[src/rcc_pkg.sv]
// ----------------------------------------------------------------------------
// rcc_pkg: shared types and constants for the rolling checksum chunker
// Sizes of the history window, chunk limit, config register indexes and
// the word passed from the checksum front end to the cut-decision back end.
// ----------------------------------------------------------------------------
package rcc_pkg;

  localparam int MAX_WINDOW = 4096;
  localparam int PTR_W      = $clog2(MAX_WINDOW);
  localparam int WIN_W      = PTR_W + 1;
  localparam int DIV_W      = 25;
  localparam int LEN_W      = 25;
  localparam int SUM_W      = 32;
  localparam int CFG_W      = 25;
  localparam logic [LEN_W-1:0] MAX_CHUNK = LEN_W'(24'hFFFFFF) + LEN_W'(1);

  // configuration register indexes
  typedef enum logic [0:0] {
    REG_CHUNK_DIVISOR = 1'b0,
    REG_WINDOW_LENGTH = 1'b1
  } rcc_reg_t;

  // word handed from front to back: checksum after the byte, end flag
  typedef struct packed {
    logic [SUM_W-1:0] sum;
    logic             last;
  } rcc_item_t;

endpackage

[src/rcc_queue.sv]
// ----------------------------------------------------------------------------
// rcc_queue: two-entry queue between front and back
// Lets the front start the next byte while the back still decides a cut.
// ----------------------------------------------------------------------------
module rcc_queue import rcc_pkg::*; (
  input  logic      clk,
  input  logic      rst,
  input  logic      push,
  input  rcc_item_t push_data,
  output logic      full,
  input  logic      pop,
  output logic      not_empty,
  output rcc_item_t head
);

  rcc_item_t  mem [2];
  logic       wr_idx;
  logic       rd_idx;
  logic [1:0] count;

  assign full      = (count == 2'd2);
  assign not_empty = (count != 2'd0);
  assign head      = mem[rd_idx];

  always_ff @(posedge clk) begin
    if (push) mem[wr_idx] <= push_data;
  end

  always_ff @(posedge clk) begin
    if (rst) begin
      wr_idx <= 1'b0;
      rd_idx <= 1'b0;
      count  <= 2'd0;
    end else begin
      if (push) wr_idx <= ~wr_idx;
      if (pop)  rd_idx <= ~rd_idx;
      count <= count + {1'b0, push} - {1'b0, pop};
    end
  end

endmodule

[config.mk]
export PLATFORM = sky130hd
export DESIGN_NAME = rcc_queue
export DESIGN_NICKNAME = d
export VERILOG_FILES = /design/src/rcc_pkg.sv /design/src/rcc_queue.sv
export SDC_FILE = /design/constraint.sdc
export NUM_CORES = 1
export LEC_CHECK = 0
export CAP_MARGIN = 0
export CORE_ASPECT_RATIO = 0.9
export CORE_MARGIN = 2
export CORE_UTILIZATION = 25
export CTS_CLUSTER_DIAMETER = 120
export DETAILED_ROUTE_END_ITERATION = 7
export DONT_BUFFER_PORTS = 1
export PLACE_DENSITY = 0.35
export SYNTH_ARGS = -nofsm -noshare
export SYNTH_HDL_FRONTEND = slang
export SYNTH_SLANG_ARGS = --single-unit
[constraint.sdc]
create_clock -name clk -period 3 [get_ports clk]
set_input_delay 0.15 -clock clk [delete_from_list [all_inputs] [get_ports clk]]
set_output_delay 0.15 -clock clk [all_outputs]
set_load 0.005 [all_outputs]
### Yosys cells after proc, flatten, opt, wreduce, memory -nomap -nowiden

Memory sizes are Yosys's and may differ from the RTL's. A register that Yosys moved wholly into a read port is not among the register bits.
Cells that the tools add are included.

| storage, ports and cells | value |
|---|---|
| output and inout bits | 35 |
| register bits after elaboration | 4 |
| memories | 1 |
| bits in writable memories | 66 |

Memory list:

| memory | depth | width | read ports | clocked after memory_dff | wr ports | RTL line | text |
|---|---|---|---|---|---|---|---|
| mem | 2 | 33 | 1 | 1 | 1 | rcc_queue.sv:16 | `rcc_item_t mem [2];` |

| cells by class | value |
|---|---|
| reduce and logical (&&, ||, !) cells | 1 |
| add/sub/neg operators | 2 |
| bitwise operators | 2 |
| mux-type cells | 4 |
| eq/ne operators | 1 |

Operators with widths:

| cell | count |
|---|---|
| $mux W1 | 4 |
| $add A2 B1 Y2 | 1 |
| $eq A2 B2 Y1 const B | 1 |
| $not A1 Y1 | 2 |
| $reduce_bool A2 Y1 | 1 |
| $sub A2 B1 Y2 | 1 |

### Longest topological paths before layout

| logic depth | value |
|---|---|
| word-level depth | 3 |
| mapped depth | 6 |

### Worst setup path before layout

OpenSTA, ideal clock, no wires.

| timing path | value |
|---|---|
| path kind | register -> register |
| start point | reg wr_idx |
| end point | mem mem[0][0] (netlist name) (enable) |
| stages on the path, launching flop included | 2 |
| clock period less this slack | 2.239 ns |
| required time | 2.573 ns |
| setup time | 0.427 ns |
| arrival | 1.812 ns |
| slack | 0.761 ns |
| path through | dfxtp_1 nor2b_1 |

RTL lines:

| element | RTL line | text |
|---|---|---|
| start: declaration | rcc_queue.sv:17 | `logic wr_idx;` |
| start signal: assignment | rcc_queue.sv:35 | `if (push) wr_idx <= ~wr_idx;` |
| end: declaration | rcc_queue.sv:16 |  |

Straight into the memory's write port.

==> results.sh <==
export IMPL_finalMaxSlewViolations=0
export IMPL_r2r_start="wr_idx$_SDFFE_PP0P_"
export IMPL_arrival_ns=1.79
export IMPL_yosysSeqAreaShare=0.7553
export IMPL_drt_wl_total_um=4902
export IMPL_synthToLayoutAreaGrowth_pct=27.78
export IMPL_hp_start="pop"
export IMPL_ys_ff_latch=71
export IMPL_relSlewSlack=0.3148
export IMPL_nets=207
export IMPL_detail_route_wl_per_cell_um=16.02
export IMPL_cts_tree="yes"
export IMPL_synth_mux_area_frac=0.1757
export IMPL_synth_top_area_frac=0.7190
export IMPL_cap_violations=0
export IMPL_cp_start_kind="flop"
export IMPL_worstPathRequired_ns=2.85
export IMPL_fmax_mhz=516.2
export IMPL_antenna_found_initial=0
export IMPL_worstSkewPairLatency_ns=0.32
export IMPL_leakagePower_nw=1.262
export IMPL_path_class="reg2out"
export IMPL_synthCells=124
export IMPL_via_count=1228
export IMPL_yosysWarnings=0
export IMPL_syn_area_um2=2756
export IMPL_report_final_setup_viol=0
export IMPL_synthAdderAreaFrac=0.009079
export IMPL_worstMarginPinSlew_ns=1.026
export IMPL_place_hpwl_um=3141
export IMPL_grt_pass1_vias=1366
export IMPL_r2r_cells=1
export IMPL_r2r_slack_ns=1.38
export IMPL_gr_total_overflow=0
export IMPL_final_layout_size_suffix_gt1_frac=0.2948
export IMPL_cts_setup_buffers=0
export IMPL_clk_pin_slew_ns=0.05
export IMPL_clock_sinks=71
export IMPL_fin_crit_sh=0.6457
export IMPL_hp_class="in2reg"
export IMPL_place_congestion=0.6493
export IMPL_timing_setup_tns_ns=0
export IMPL_die_y_um=103.6
export IMPL_drt_iter0_drc=28
export IMPL_powerDensity_nw_per_um2=697.1
export IMPL_yosys_area_top_type="edfxtp_1"
export IMPL_r2r_end="mem[1][24]$_DFFE_PP_"
export IMPL_fp_row_count=36
export IMPL_cts_root_buf="clkbuf_16"
export IMPL_vias_per_cell=4.013
export IMPL_grt_pass1_wl_um=7569
export IMPL_fp_dieArea_um2=11880
export IMPL_fin_cells=306
export IMPL_synth_top_family_by_area="multiplexers"
export IMPL_antennaDiodeCount=0
export IMPL_place_inst=254
export IMPL_synth_net_count=163
export IMPL_ir_drop_mv=0.2879
export IMPL_grt_usage=0.08787
export IMPL_portBuffers=0
export IMPL_yosys_area_share_xor_xnor=0.01453
export IMPL_synth_compound_area_frac=0
export IMPL_final_antenna_net_count=0
export IMPL_drc=0
export IMPL_synthSimpleGateAreaFrac=0.01680
export IMPL_rsz0062_at_grt="no"
export IMPL_period_minus_slack_ns=1.937
export IMPL_grt_max_degree=34
export IMPL_clock_path_buffers=2
export IMPL_cts_buffers=9
export IMPL_status="complete, no violations"
export IMPL_dr_pass1_iters=4
export IMPL_hold_path_cell_count=2
export IMPL_netlist_top_cells_area="edfxtp_1, mux2_4, dfxtp_1"
export IMPL_htreeDepth=3
export IMPL_fin_worst_skew_ns=0.003813
export IMPL_cp_max_fo=22
export IMPL_hold_viol=0
export IMPL_crit_path_end_kind="output port"
export IMPL_initial_core_util=0.2560
export IMPL_die_x_um=114.7
export IMPL_synth_cell_types=14
export IMPL_io_pins=72
export IMPL_postSynthAreaPerCell_um2=22.23
export IMPL_core_um2=10770
[routing by layer]
layer,share of wire,wire [um],track usage,vias up
li1,-,-,-,560
met1,0.41,2017,0.09752,620
met2,0.51,2494,0.1416,39
met3,0.061,298,0.03745,9
met4,0.019,91,0.04704,0
met5,0,0,0,-
[worst max-delay path by stage]
stage / end / slack, ns / cells past startpoint
final: head[1] / 1.06 / 2
after global routing: head[1] / 0.97 / 2
after CTS: head[1] / 1.02 / 2
after detailed placement: head[1] / 1.37 / 2
after global placement: head[1] / 1.42 / 2
after floorplan: mem[0][0]$_DFFE_PP_ / 0.76 / 1
[cells by family after synthesis]
family,after synthesis
and+or+nand+nor,9
muxes,33
adders and majority gates,2
buffers and inverters,6
xor gates and xnor gates,3
DFF,71
[worst max-delay path, stage by stage, from the launching register on]
cell and delay, ns:
dfxtp_2 0.58, buf_4 0.45, mux2_2 0.41
[layout by cell type, fill, tap and decap left out, types with 2 or more instances in the layout]
master         Yosys  layout
clkbuf_1           0       2
clkbuf_16          0       9
dfxtp_1            5       4
dlygate4sd3_1      0      36
edfxtp_1          66      66
ha_1               2       2
inv_1              2       2
mux2_2             3       3
mux2_4            30      30
nor2_1             4       4
nor2b_1            3       2
xnor2_1            2       2
[final cells by class]
class                      count  area, um^2
tap                          133       166.4
inverter                       2       7.507
multi-input combinational     47       604.3
sequential                    71        2083
fill                        1026        7243
clock buffer                  12       246.5
clock inverter                 4       46.29
timing repair buffer          37       367.9
[Yosys cell counts]
cell type and count:
edfxtp_1 66, mux2_4 30, dfxtp_1 5, nor2_1 4, buf_12 3, mux2_2 3
nor2b_1 3, ha_1 2, inv_1 2, xnor2_1 2, and2_1 1, buf_6 1
or2_2 1, xnor3_1 1
[timing repair]
action | in CTS | in global routing
gates resized for setup | 0 | 0
endpoints found under the hold margin | 71 | 0
hold buffers | 36 | 0
[per-stage QoR]
step / setup slack (ns) / util / hold WS, ns / cell area [um^2] / total power [mW]
floorplan: 0.7615 / - / 0.2216 / 2756 / 1.375
global placement: 1.421 / 0.2665 / 0.2235 / 2869 / 1.395
detailed placement: 1.375 / 0.2665 / 0.2257 / 2869 / 1.403
CTS: 1.015 / 0.3272 / 0.01098 / 3522 / 2.493
global route: 0.9656 / 0.3272 / 0.01395 / 3522 / 2.563
finish: 1.063 / 0.3272 / 0.01796 / 3522 / 2.455
[report_power, final]
part	switching (mW)	leakage [nW]	internal (mW)
clock network	0.373	0.140	0.662
logic	0.0994	0.460	0.135
registers	0.0289	0.661	1.16
[state kept, by name, summed over array words and instances, names as in the netlist, named ones only]
signal / count
wr_idx: 1
rd_idx: 1
mem: 66
count: 2
No activity file was read; power rests on OpenSTA's default activity.
