<file path="src/rcc_pkg.sv">
// ----------------------------------------------------------------------------
// rcc_pkg: shared types and constants for the rolling checksum chunker
// Sizes of the history window, chunk limit, config register indexes and
// the word passed from the checksum front end to the cut-decision back end.
// ----------------------------------------------------------------------------
package rcc_pkg;

  localparam int MAX_WINDOW = 4096;
  localparam int PTR_W      = $clog2(MAX_WINDOW);
  localparam int WIN_W      = PTR_W + 1;
  localparam int DIV_W      = 25;
  localparam int LEN_W      = 25;
  localparam int SUM_W      = 32;
  localparam int CFG_W      = 25;
  localparam logic [LEN_W-1:0] MAX_CHUNK = LEN_W'(24'hFFFFFF) + LEN_W'(1);

  // configuration register indexes
  typedef enum logic [0:0] {
    REG_CHUNK_DIVISOR = 1'b0,
    REG_WINDOW_LENGTH = 1'b1
  } rcc_reg_t;

  // word handed from front to back: checksum after the byte, end flag
  typedef struct packed {
    logic [SUM_W-1:0] sum;
    logic             last;
  } rcc_item_t;

endpackage

</file>
<file path="src/rcc_back.sv">
// ----------------------------------------------------------------------------
// rcc_back: cut decision and result register
// Bit-serial remainder of the checksum by the divisor, chunk byte count,
// and the output register that holds a finished chunk word.
// ----------------------------------------------------------------------------
module rcc_back import rcc_pkg::*; (
  input  logic             clk,
  input  logic             rst,
  input  logic [DIV_W-1:0] divisor,
  input  logic             q_valid,
  input  rcc_item_t        q_head,
  output logic             q_pop,
  output logic             out_valid,
  input  logic             out_stall,
  output logic [LEN_W-1:0] chunk_length,
  output logic [SUM_W-1:0] cut_checksum,
  output logic             forced_cut,
  output logic             final_chunk
);

  typedef enum logic [2:0] {
    B_IDLE = 3'b001,
    B_DIV  = 3'b010,
    B_DONE = 3'b100
  } bstate_t;

  bstate_t          state;
  logic [LEN_W-1:0] bytes_in_chunk;
  logic [LEN_W-1:0] cur_len;
  logic [SUM_W-1:0] cur_sum;
  logic             cur_end;
  logic [SUM_W-1:0] quo;
  logic [DIV_W-1:0] rem;
  logic [4:0]       step;
  logic [DIV_W:0]   trial;
  logic             forced;
  logic             cut;
  logic             out_free;
  logic             load_out;

  assign q_pop    = (state == B_IDLE) && q_valid;
  assign trial    = {rem, quo[SUM_W-1]};
  assign forced   = (cur_len >= MAX_CHUNK);
  assign cut      = forced || (rem == '0) || cur_end;
  assign out_free = !out_valid || !out_stall;
  assign load_out = (state == B_DONE) && cut && out_free;

  always_ff @(posedge clk) begin
    if (rst) begin
      state          <= B_IDLE;
      bytes_in_chunk <= '0;
    end else begin
      case (state)
        B_IDLE: begin
          if (q_valid) begin
            cur_sum <= q_head.sum;
            cur_end <= q_head.last;
            cur_len <= bytes_in_chunk + LEN_W'(1);
            quo     <= q_head.sum;
            rem     <= '0;
            step    <= '0;
            state   <= B_DIV;
          end
        end
        // one quotient bit per cycle, restoring
        B_DIV: begin
          if (trial >= {1'b0, divisor}) begin
            rem <= DIV_W'(trial - {1'b0, divisor});
          end else begin
            rem <= trial[DIV_W-1:0];
          end
          quo  <= {quo[SUM_W-2:0], 1'b0};
          step <= step + 5'd1;
          if (step == 5'd31) state <= B_DONE;
        end
        B_DONE: begin
          if (!cut) begin
            bytes_in_chunk <= cur_len;
            state          <= B_IDLE;
          end else if (out_free) begin
            bytes_in_chunk <= '0;
            state          <= B_IDLE;
          end
        end
        default: state <= B_IDLE;
      endcase
    end
  end

  // result register: load a finished chunk word, clear once taken
  always_ff @(posedge clk) begin
    if (rst) begin
      out_valid <= 1'b0;
    end else if (load_out) begin
      out_valid    <= 1'b1;
      chunk_length <= cur_len;
      cut_checksum <= cur_sum;
      forced_cut   <= forced;
      final_chunk  <= cur_end;
    end else if (!out_stall) begin
      out_valid <= 1'b0;
    end
  end

endmodule

</file>
<file path="config.mk">
export PLATFORM = sky130hd
export DESIGN_NAME = rcc_back
export DESIGN_NICKNAME = d
export VERILOG_FILES = /design/src/rcc_pkg.sv /design/src/rcc_back.sv
export SDC_FILE = /design/constraint.sdc
export NUM_CORES = 1
export LEC_CHECK = 0
export ABC_AREA = 1
export BUFFER_PORTS_ARGS = -buffer_cell sky130_fd_sc_hd__buf_2
export CAP_MARGIN = 10
export CORE_ASPECT_RATIO = 1.75
export CORE_MARGIN = 2
export CORE_UTILIZATION = 44
export DETAILED_ROUTE_END_ITERATION = 12
export GPL_ROUTABILITY_DRIVEN = 0
export PLACE_DENSITY = 0.63
export SETUP_SLACK_MARGIN = 0.02
export SYNTH_ARGS = -nofsm -noshare
export SYNTH_HDL_FRONTEND = slang
export SYNTH_SLANG_ARGS = --single-unit
</file>
<file path="constraint.sdc">
create_clock -name clk -period 15.7 [get_ports clk]
set_input_delay 2.355 -clock clk [delete_from_list [all_inputs] [get_ports clk]]
set_output_delay 2.355 -clock clk [all_outputs]
set_load 0.02 [all_outputs]
</file>
Word level (Yosys, flattened, before mapping). Index checks and enable logic that the tools add are counted.

Add/sub/neg operators: 3. Magnitude comparators: 2. Eq/ne operators: 9. Muxes and demuxes: 16. Bitwise gates (word level): 1. Reduce and logical (&&, ||, !) cells: 15.

Operator list (count): 25-bit 2-to-1 mux (4); 32-bit case mux with 2 select lines (1); 25-bit case mux with 2 select lines (1); 32-bit 2-to-1 mux (1); 26-bit by 25-bit >= comparator with 1-bit output (1); 25-bit by 1-bit adder with 25-bit output (second input constant) (1); 25-bit >= comparator (second input constant) (1); 25-bit zero test (1); 25-bit subtractor (1); 3-bit 2-to-1 mux (4); 5-bit case mux with 2 select lines (1); 3-bit case mux with 3 select lines (1); 3-bit AND reduction (3); 5-bit by 1-bit adder with 5-bit output (second input constant) (1); 5-bit equality test (second input constant) (1); 5-bit 2-to-1 mux (1); 2-bit by 1-bit != test with 1-bit output (second input constant) (2); 2-bit != test (second input constant) (2); 2-bit AND reduction (2); 3-bit by 1-bit equality test with 1-bit output (second input constant) (1); 3-bit by 2-bit equality test with 1-bit output (second input constant) (1); 3-bit equality test (second input constant) (1); 1-bit logical AND (3); 1-bit logical OR (3); other kinds (5) (7).

Bits in registers: 208. Input port bits: 62. Output and inout port bits: 61. Logic and storage cells: 59.

Longest topological paths before layout. Gate-level depths: netlist of run 1.

Depth after elaboration: 6. Depth in mapped cells: 15. Mapped depth without buffers: 15.

Least setup slack after synthesis of run 1. Ideal clock, no wire load.

Kind: input -> register. Start: in rst. End: reg chunk_length[0] (enable). Library setup time: 0.549 ns. Data arrival time: 6.613 ns. Setup slack: 8.538 ns. Stages on the path: 2. Path buffers: 1. Cell sequence: clkbuf_1 > nor3_1.

Cells in the longest elaborated chain, start to end: 2.

Ends and longest elaborated chain: start: declaration (line rcc_back.sv:8) `input logic rst,`; 1-bit inverter (no line); 2-bit AND reduction (no line); end signal: assignment (line rcc_back.sv:96) `chunk_length <= cur_len;`; end: declaration (line rcc_back.sv:15) `output logic [LEN_W-1:0] chunk_length,`.

No other way between the ends. A chain may end at the register's enable or synchronous reset.

Worst setup path in the final report of run 1.
Start: in q_valid. End: out q_pop.

Cells in the longest elaborated chain, start to end: 1.

Ends and longest elaborated chain: start: declaration (line rcc_back.sv:10) `input logic q_valid,`; 1-bit logical AND (line rcc_back.sv:41) `assign q_pop = (state == B_IDLE) && q_valid;`; end: declaration (line rcc_back.sv:12) `output logic q_pop,`.

No other way between the ends.

==> results_dict.tcl, run 1 <==
set metrics [dict create \
    crit_arrival_ns 2.79 \
    hold_viol 0 \
    synth_top_family_by_area "simple AND/OR/NAND/NOR gates" \
    worstSetupStartpointType "input port" \
    via_count 7645 \
    via_per_inst 4.82 \
    path_clk_slew_ns 0.06 \
    synth_compound_area_frac 0.0220 \
    cts.sinks 208 \
    synthMuxAreaShare 0 \
    clock-root-buffer "clkbuf_16" \
    layout_common_cells "nand2_1, inv_1, edfxtp_1" \
    synthAdderAreaFrac 0.0361 \
    initial_core_util 0.444 \
    row_count 74 \
    synth-xor-area-share 0.0256 \
    grt_max_degree 63 \
    postSynthAreaPerCell_um2 9.03 \
    core_area_um2 23100 \
    drt-initial-drc-count 402 \
    syn_area_um2 10300 \
    cts_tree "built" \
    leakagePower_uw 0.00535 \
    ios 123 \
    crit_chain "buf_2, inv_1, nor2_1, buf_2" \
    reg2reg_depth 8 \
    worstMarginPinSlew_ns 0.973 \
    post_cts_resized 0 \
    postCtsSetupRepairBufs 0 \
    antenna_found_initial 4 \
    grt_usage 0.204 \
    r2r_end "cut_checksum[25]" \
    max_cap_violations 0 \
    crit_path_end_kind "output pin" \
    grt_overflow_total 0 \
    synth_largest_area_cell "edfxtp_1" \
    fp.dieW_um 120 \
    power_density_nw_per_um2 109 \
    peakVddDrop_mv 0.0985 \
    slowest_delay_ns 0.19 \
    cpMostUsedCell "buf_2" \
    drtPass1Iterations 5 \
    crit_path_max_fanout 2 \
    finalCoreUtilization 0.512 \
    max_freq_ghz 0.194 \
    fillers 2260 \
    drt-wirelength-per-cell_um 15.7 \
    status "complete, no violations" \
    hold_class "reg2reg" \
    fin_worst_skew_ns 0.0137 \
    antenna_left 0 \
    required_ns 13.35 \
    slowest_stage "buf_2" \
    cp.buffers_inverters 3 \
    numCtsBuffers 21 \
    fin_nets 1355 \
    wl_um 25000 \
    ys_ff_latch 208 \
    htreeDepth 1 \
    synth.distinct_cells 37 \
    area_growth_pct 15.5 \
    r2r-start "rem[14]" \
    holdPathEnd "cut_checksum[9]" \
    timing.final.crit_share 0.328 \
    yosysWarnings 0 \
    synth_top_area_share 0.523 \
    synthTopCellsByArea "edfxtp_1, nand2_1, inv_1, dfxtp_1, ha_1" \
    drv_slew 0 \
    relSlewSlack 0.350 \
    grt_pass1_wl_um 38900 \
    syn_nets 1229 \
    grt_pass1_vias 7780 \
    min_period_ns 5.15 \
    drc_errors 0 \
    clockBufferDepth 3 \
    syn_inst 1138 \
    clk_latency_ns 0.51 \
    hold_depth 0 \
    hold_buffers 0 \
    die_area_um2 24600 \
    setup_tns_ns 0 \
    reg2reg_slack_ns 12.59 \
    chipHeight_um 206 \
    layout-drive-gt1-share 0.156 \
    worstHoldStart "cur_sum[9]" \
    crit_type "in2out" \
    ys_seq_area_frac 0.580 \
    synth-simple-area-share 0.255 \
    final_common_cell "nand2_1" \
    dp_hpwl_um 17900 \
    io_buffers 122 \
    finalSetupViolCount 0 \
    grt_setup_unrepaired "no" \
    cp_top_family "buffers and inverters" \
]
==> power by group <==
group / switching, uW / leakage, uW / internal, uW
Combinational: 120 / 0.00313 / 55.5
Clock: 208 / 0.000324 / 268
Sequential: 9.79 / 0.00189 / 630
==> area by class of cell <==
type                    count  area [um^2]  area share
repair buffers            128          656      0.0553
well taps                 304          380      0.0321
flip-flops and latches    208         5960       0.502
inverters                 189          709      0.0598
clock buffers              29          596      0.0502
multi-input cells         716         3500       0.295
clock inverters             9         57.6     0.00485
diodes                      3         7.51    0.000633
==> worst reg2reg max path: stages (launching register included) <==
cell and delay, ns:
edfxtp_1 0.40, inv_1 0.17, nand3_1 0.10, nor2_1 0.14, nand2_1 0.12, o21ai_1 0.31
nand2_1 0.14, nor3_2 0.62, buf_4 0.71
==> synthesized netlist by cell type (all sizes together) <==
cell,count
a21oi,39
buf,13
nand3b,7
nor3b,1
nor2,99
nor4,2
nor3,8
edfxtp,179
o21ai,4
clkinv,2
clkbuf,12
xor2,12
nand3,36
inv,187
and2,3
nand2,419
xnor2,18
fa,1
dfxtp,29
ha,28
nand4,37
or2,2
==> per-stage QoR <==
step	cell area [um^2]	setup slack, ns	hold slack (ns)	std cells	total power (uW)
after floorplan	10300	8.54	0.400	1138	776
after global placement	11200	10.57	0.400	1545	825
after detailed placement	11200	10.56	0.405	1545	827
after CTS	11900	10.55	0.416	1583	1310
after global routing	11900	10.49	0.421	1583	1350
final	11900	10.55	0.416	1586	1290
==> registers in the layout, summed over array words and instances (netlist names) <==
register and count:
cut_checksum 32, quo 32, out_valid 1, step 5, cur_sum 32, chunk_length 25, bytes_in_chunk 25, rem 25
final_chunk 1, forced_cut 1, cur_len 25, state 3, cur_end 1
==> cells by family (layout without fill, tap and decap cells) <==
logic type / count (synthesis) / after routing
compound gates: 43 / 43
xor+xnor: 30 / 30
fa+ha+maj: 29 / 29
buf+inv: 214 / 355
flops: 208 / 208
other cells: 0 / 3
simple gates: 614 / 614
==> worst max path at each step <==
stage / start / to / slack (ns) / depth (start not counted)
after floorplan: rst / chunk_length[0] / 8.54 / 2
after global placement: q_valid / q_pop / 10.57 / 4
after detailed placement: q_valid / q_pop / 10.56 / 4
after CTS: q_valid / q_pop / 10.55 / 4
after global routing: q_valid / q_pop / 10.49 / 4
final: q_valid / q_pop / 10.55 / 4
==> routing by layer <==
| layer | share of wire | vias to the layer above | track usage |
|---|---|---|---|
| li1 | - | 3871 | - |
| met1 | 0.36 | 3505 | 0.206 |
| met2 | 0.55 | 188 | 0.392 |
| met3 | 0.041 | 77 | 0.0334 |
| met4 | 0.053 | 4 | 0.115 |
| met5 | 0.0011 | - | 0 |
Note: power is estimated with default switching activity, not from simulation.
==> run 2: changes to the inputs <==
- PLACE_DENSITY: 0.63 -> 0.66
- clock period: 15.7 -> 4.5 ns (I/O delays scaled with it)
==> run 2 against run 1 <==
Combinational power increased to 3.5 times the previous value. Cell area unchanged. Via count about the same. Largest power group unchanged. Worst hold slack got worse by 0.027 ns.
==> results_dict.tcl, run 2 (synthesized netlist as in run 1, its figures left out) <==
set metrics [dict create \
    status "complete, no violations" \
    hold_viol 0 \
    grt_usage 0.203 \
    htreeDepth 1 \
    clk_latency_ns 0.48 \
    max_cap_violations 0 \
    crit_arrival_ns 3.03 \
    crit_type "reg2reg" \
    crit_path_end_kind "register" \
    use_met3 0.0287 \
    final_common_cell "nand2_1" \
    design_area_um2 11900 \
    reg_top3 "cur_sum (32), cut_checksum (32), quo (32)" \
    hold_class "in2reg" \
    grt_setup_unrepaired "no" \
    path_clk_slew_ns 0.07 \
    wl_um 25000 \
    numCtsBuffers 18 \
    clock-root-buffer "clkbuf_16" \
    fin_worst_skew_ns 0.0133 \
    worstSetupStartpointType "register" \
    cts.sinks 208 \
    postPlaceCellArea_um2 11200 \
    grt_pass1_wl_um 38700 \
    timing.final.crit_share 0.640 \
    setup_tns_ns 0 \
    layout-drive-gt1-share 0.154 \
    leakagePower_uw 0.00533 \
    row_count 74 \
    max_freq_ghz 0.347 \
    cts_tree "built" \
    drt-wirelength-per-cell_um 15.9 \
    via_count 7644 \
    drt-initial-drc-count 409 \
    core_area_um2 23100 \
    fp.dieW_um 120 \
    antenna_left 0 \
    required_ns 4.66 \
    grt_overflow_total 0 \
    die_area_um2 24600 \
    antenna_found_initial 2 \
    peakVddDrop_mv 0.354 \
    power_density_nw_per_um2 378 \
    drv_slew 0 \
    dp_hpwl_um 18400 \
    grt_busiest_layer "met2" \
    use_met1 0.204 \
    finalCoreUtilization 0.512 \
    worstMarginPinSlew_ns 0.995 \
    clockBufferDepth 3 \
    postCtsSetupRepairBufs 0 \
    via_per_inst 4.84 \
    grt_pass1_vias 7750 \
    min_period_ns 2.88 \
    initial_core_util 0.444 \
    drtPass1Iterations 10 \
    io_buffers 122 \
    post_cts_resized 0 \
    drc_errors 0 \
    ios 123 \
    layout_common_cells "nand2_1, inv_1, edfxtp_1" \
    grtUsageMet2 0.402 \
    chipHeight_um 206 \
    area_growth_pct 15.5 \
    crit_path_max_fanout 43 \
    grt_max_degree 63 \
    fin_nets 1352 \
    relSlewSlack 0.335 \
    hold_buffers 0 \
    finalSetupViolCount 0 \
]
run 2: changes by cell type in the layout (fill, tap and decap cells not counted), sizes merged:
cell,change
clkbuf,-6
bufinv,+3
clkinv,-2
diode,-2
inv,-2
clkinvlp,+1
run 2: per-layer routing:
| layer | vias up | part of all wire | routed length [um] |
|---|---|---|---|
| met4 | 4 | 0.049 | 1230 |
| met5 | - | 0.00056 | 14 |
| met1 | 3492 | 0.35 | 8860 |
| met3 | 81 | 0.044 | 1110 |
| met2 | 197 | 0.55 | 13800 |
| li1 | 3870 | - | - |
run 2: report_power, final:
| group | leakage, uW | switching [uW] | internal, uW | total, uW |
|---|---|---|---|---|
| Clock | 0.000307 | 664 | 965 | 1630 |
| Combinational | 0.00313 | 424 | 195 | 619 |
| Sequential | 0.00189 | 37.5 | 2200 | 2230 |
| Total | 0.00533 | 1130 | 3360 | 4480 |
run 2: worst max-delay path: stages, from the launching register on:
cell,delay [ns]
edfxtp_1,0.45
inv_1,0.13
nand3_1,0.08
nor2_1,0.17
nand2_1,0.10
o21ai_1,0.34
nand2_1,0.18
nor3_4,0.75
buf_12,0.35
run 2: cell type report:
| type | instances | area [um^2] |
|---|---|---|
| multi-input cells | 716 | 3510 |
| clock buffers | 23 | 500 |
| well taps | 304 | 380 |
| flip-flops and latches | 208 | 5960 |
| clock inverters | 9 | 126 |
| repair buffers | 128 | 681 |
| fillers | 2170 | 11300 |
| diodes | 1 | 2.50 |
| inverters | 189 | 709 |
run 2: path summary, 6_finish.rpt:
check / from / endpoint / slack (ns) / cells past startpoint
max: rem[14] / chunk_length[21] / 1.62 / 8
min: q_head[0] / cur_end / 0.39 / 1
max reg2reg: rem[14] / chunk_length[21] / 1.62 / 8
min reg2reg: cur_sum[31] / cut_checksum[31] / 0.41 / 0
run 2: through the flow:
stage / hold WS [ns] / instances / setup slack (ns) / total power, uW
after floorplan: 0.400 / 1138 / 0.402 / 2710
after CTS: 0.366 / 1577 / 1.56 / 4540
after global routing: 0.365 / 1577 / 1.35 / 4690
after detailed placement: 0.405 / 1545 / 1.53 / 2890
final: 0.389 / 1578 / 1.62 / 4480
after global placement: 0.401 / 1545 / 1.57 / 2880
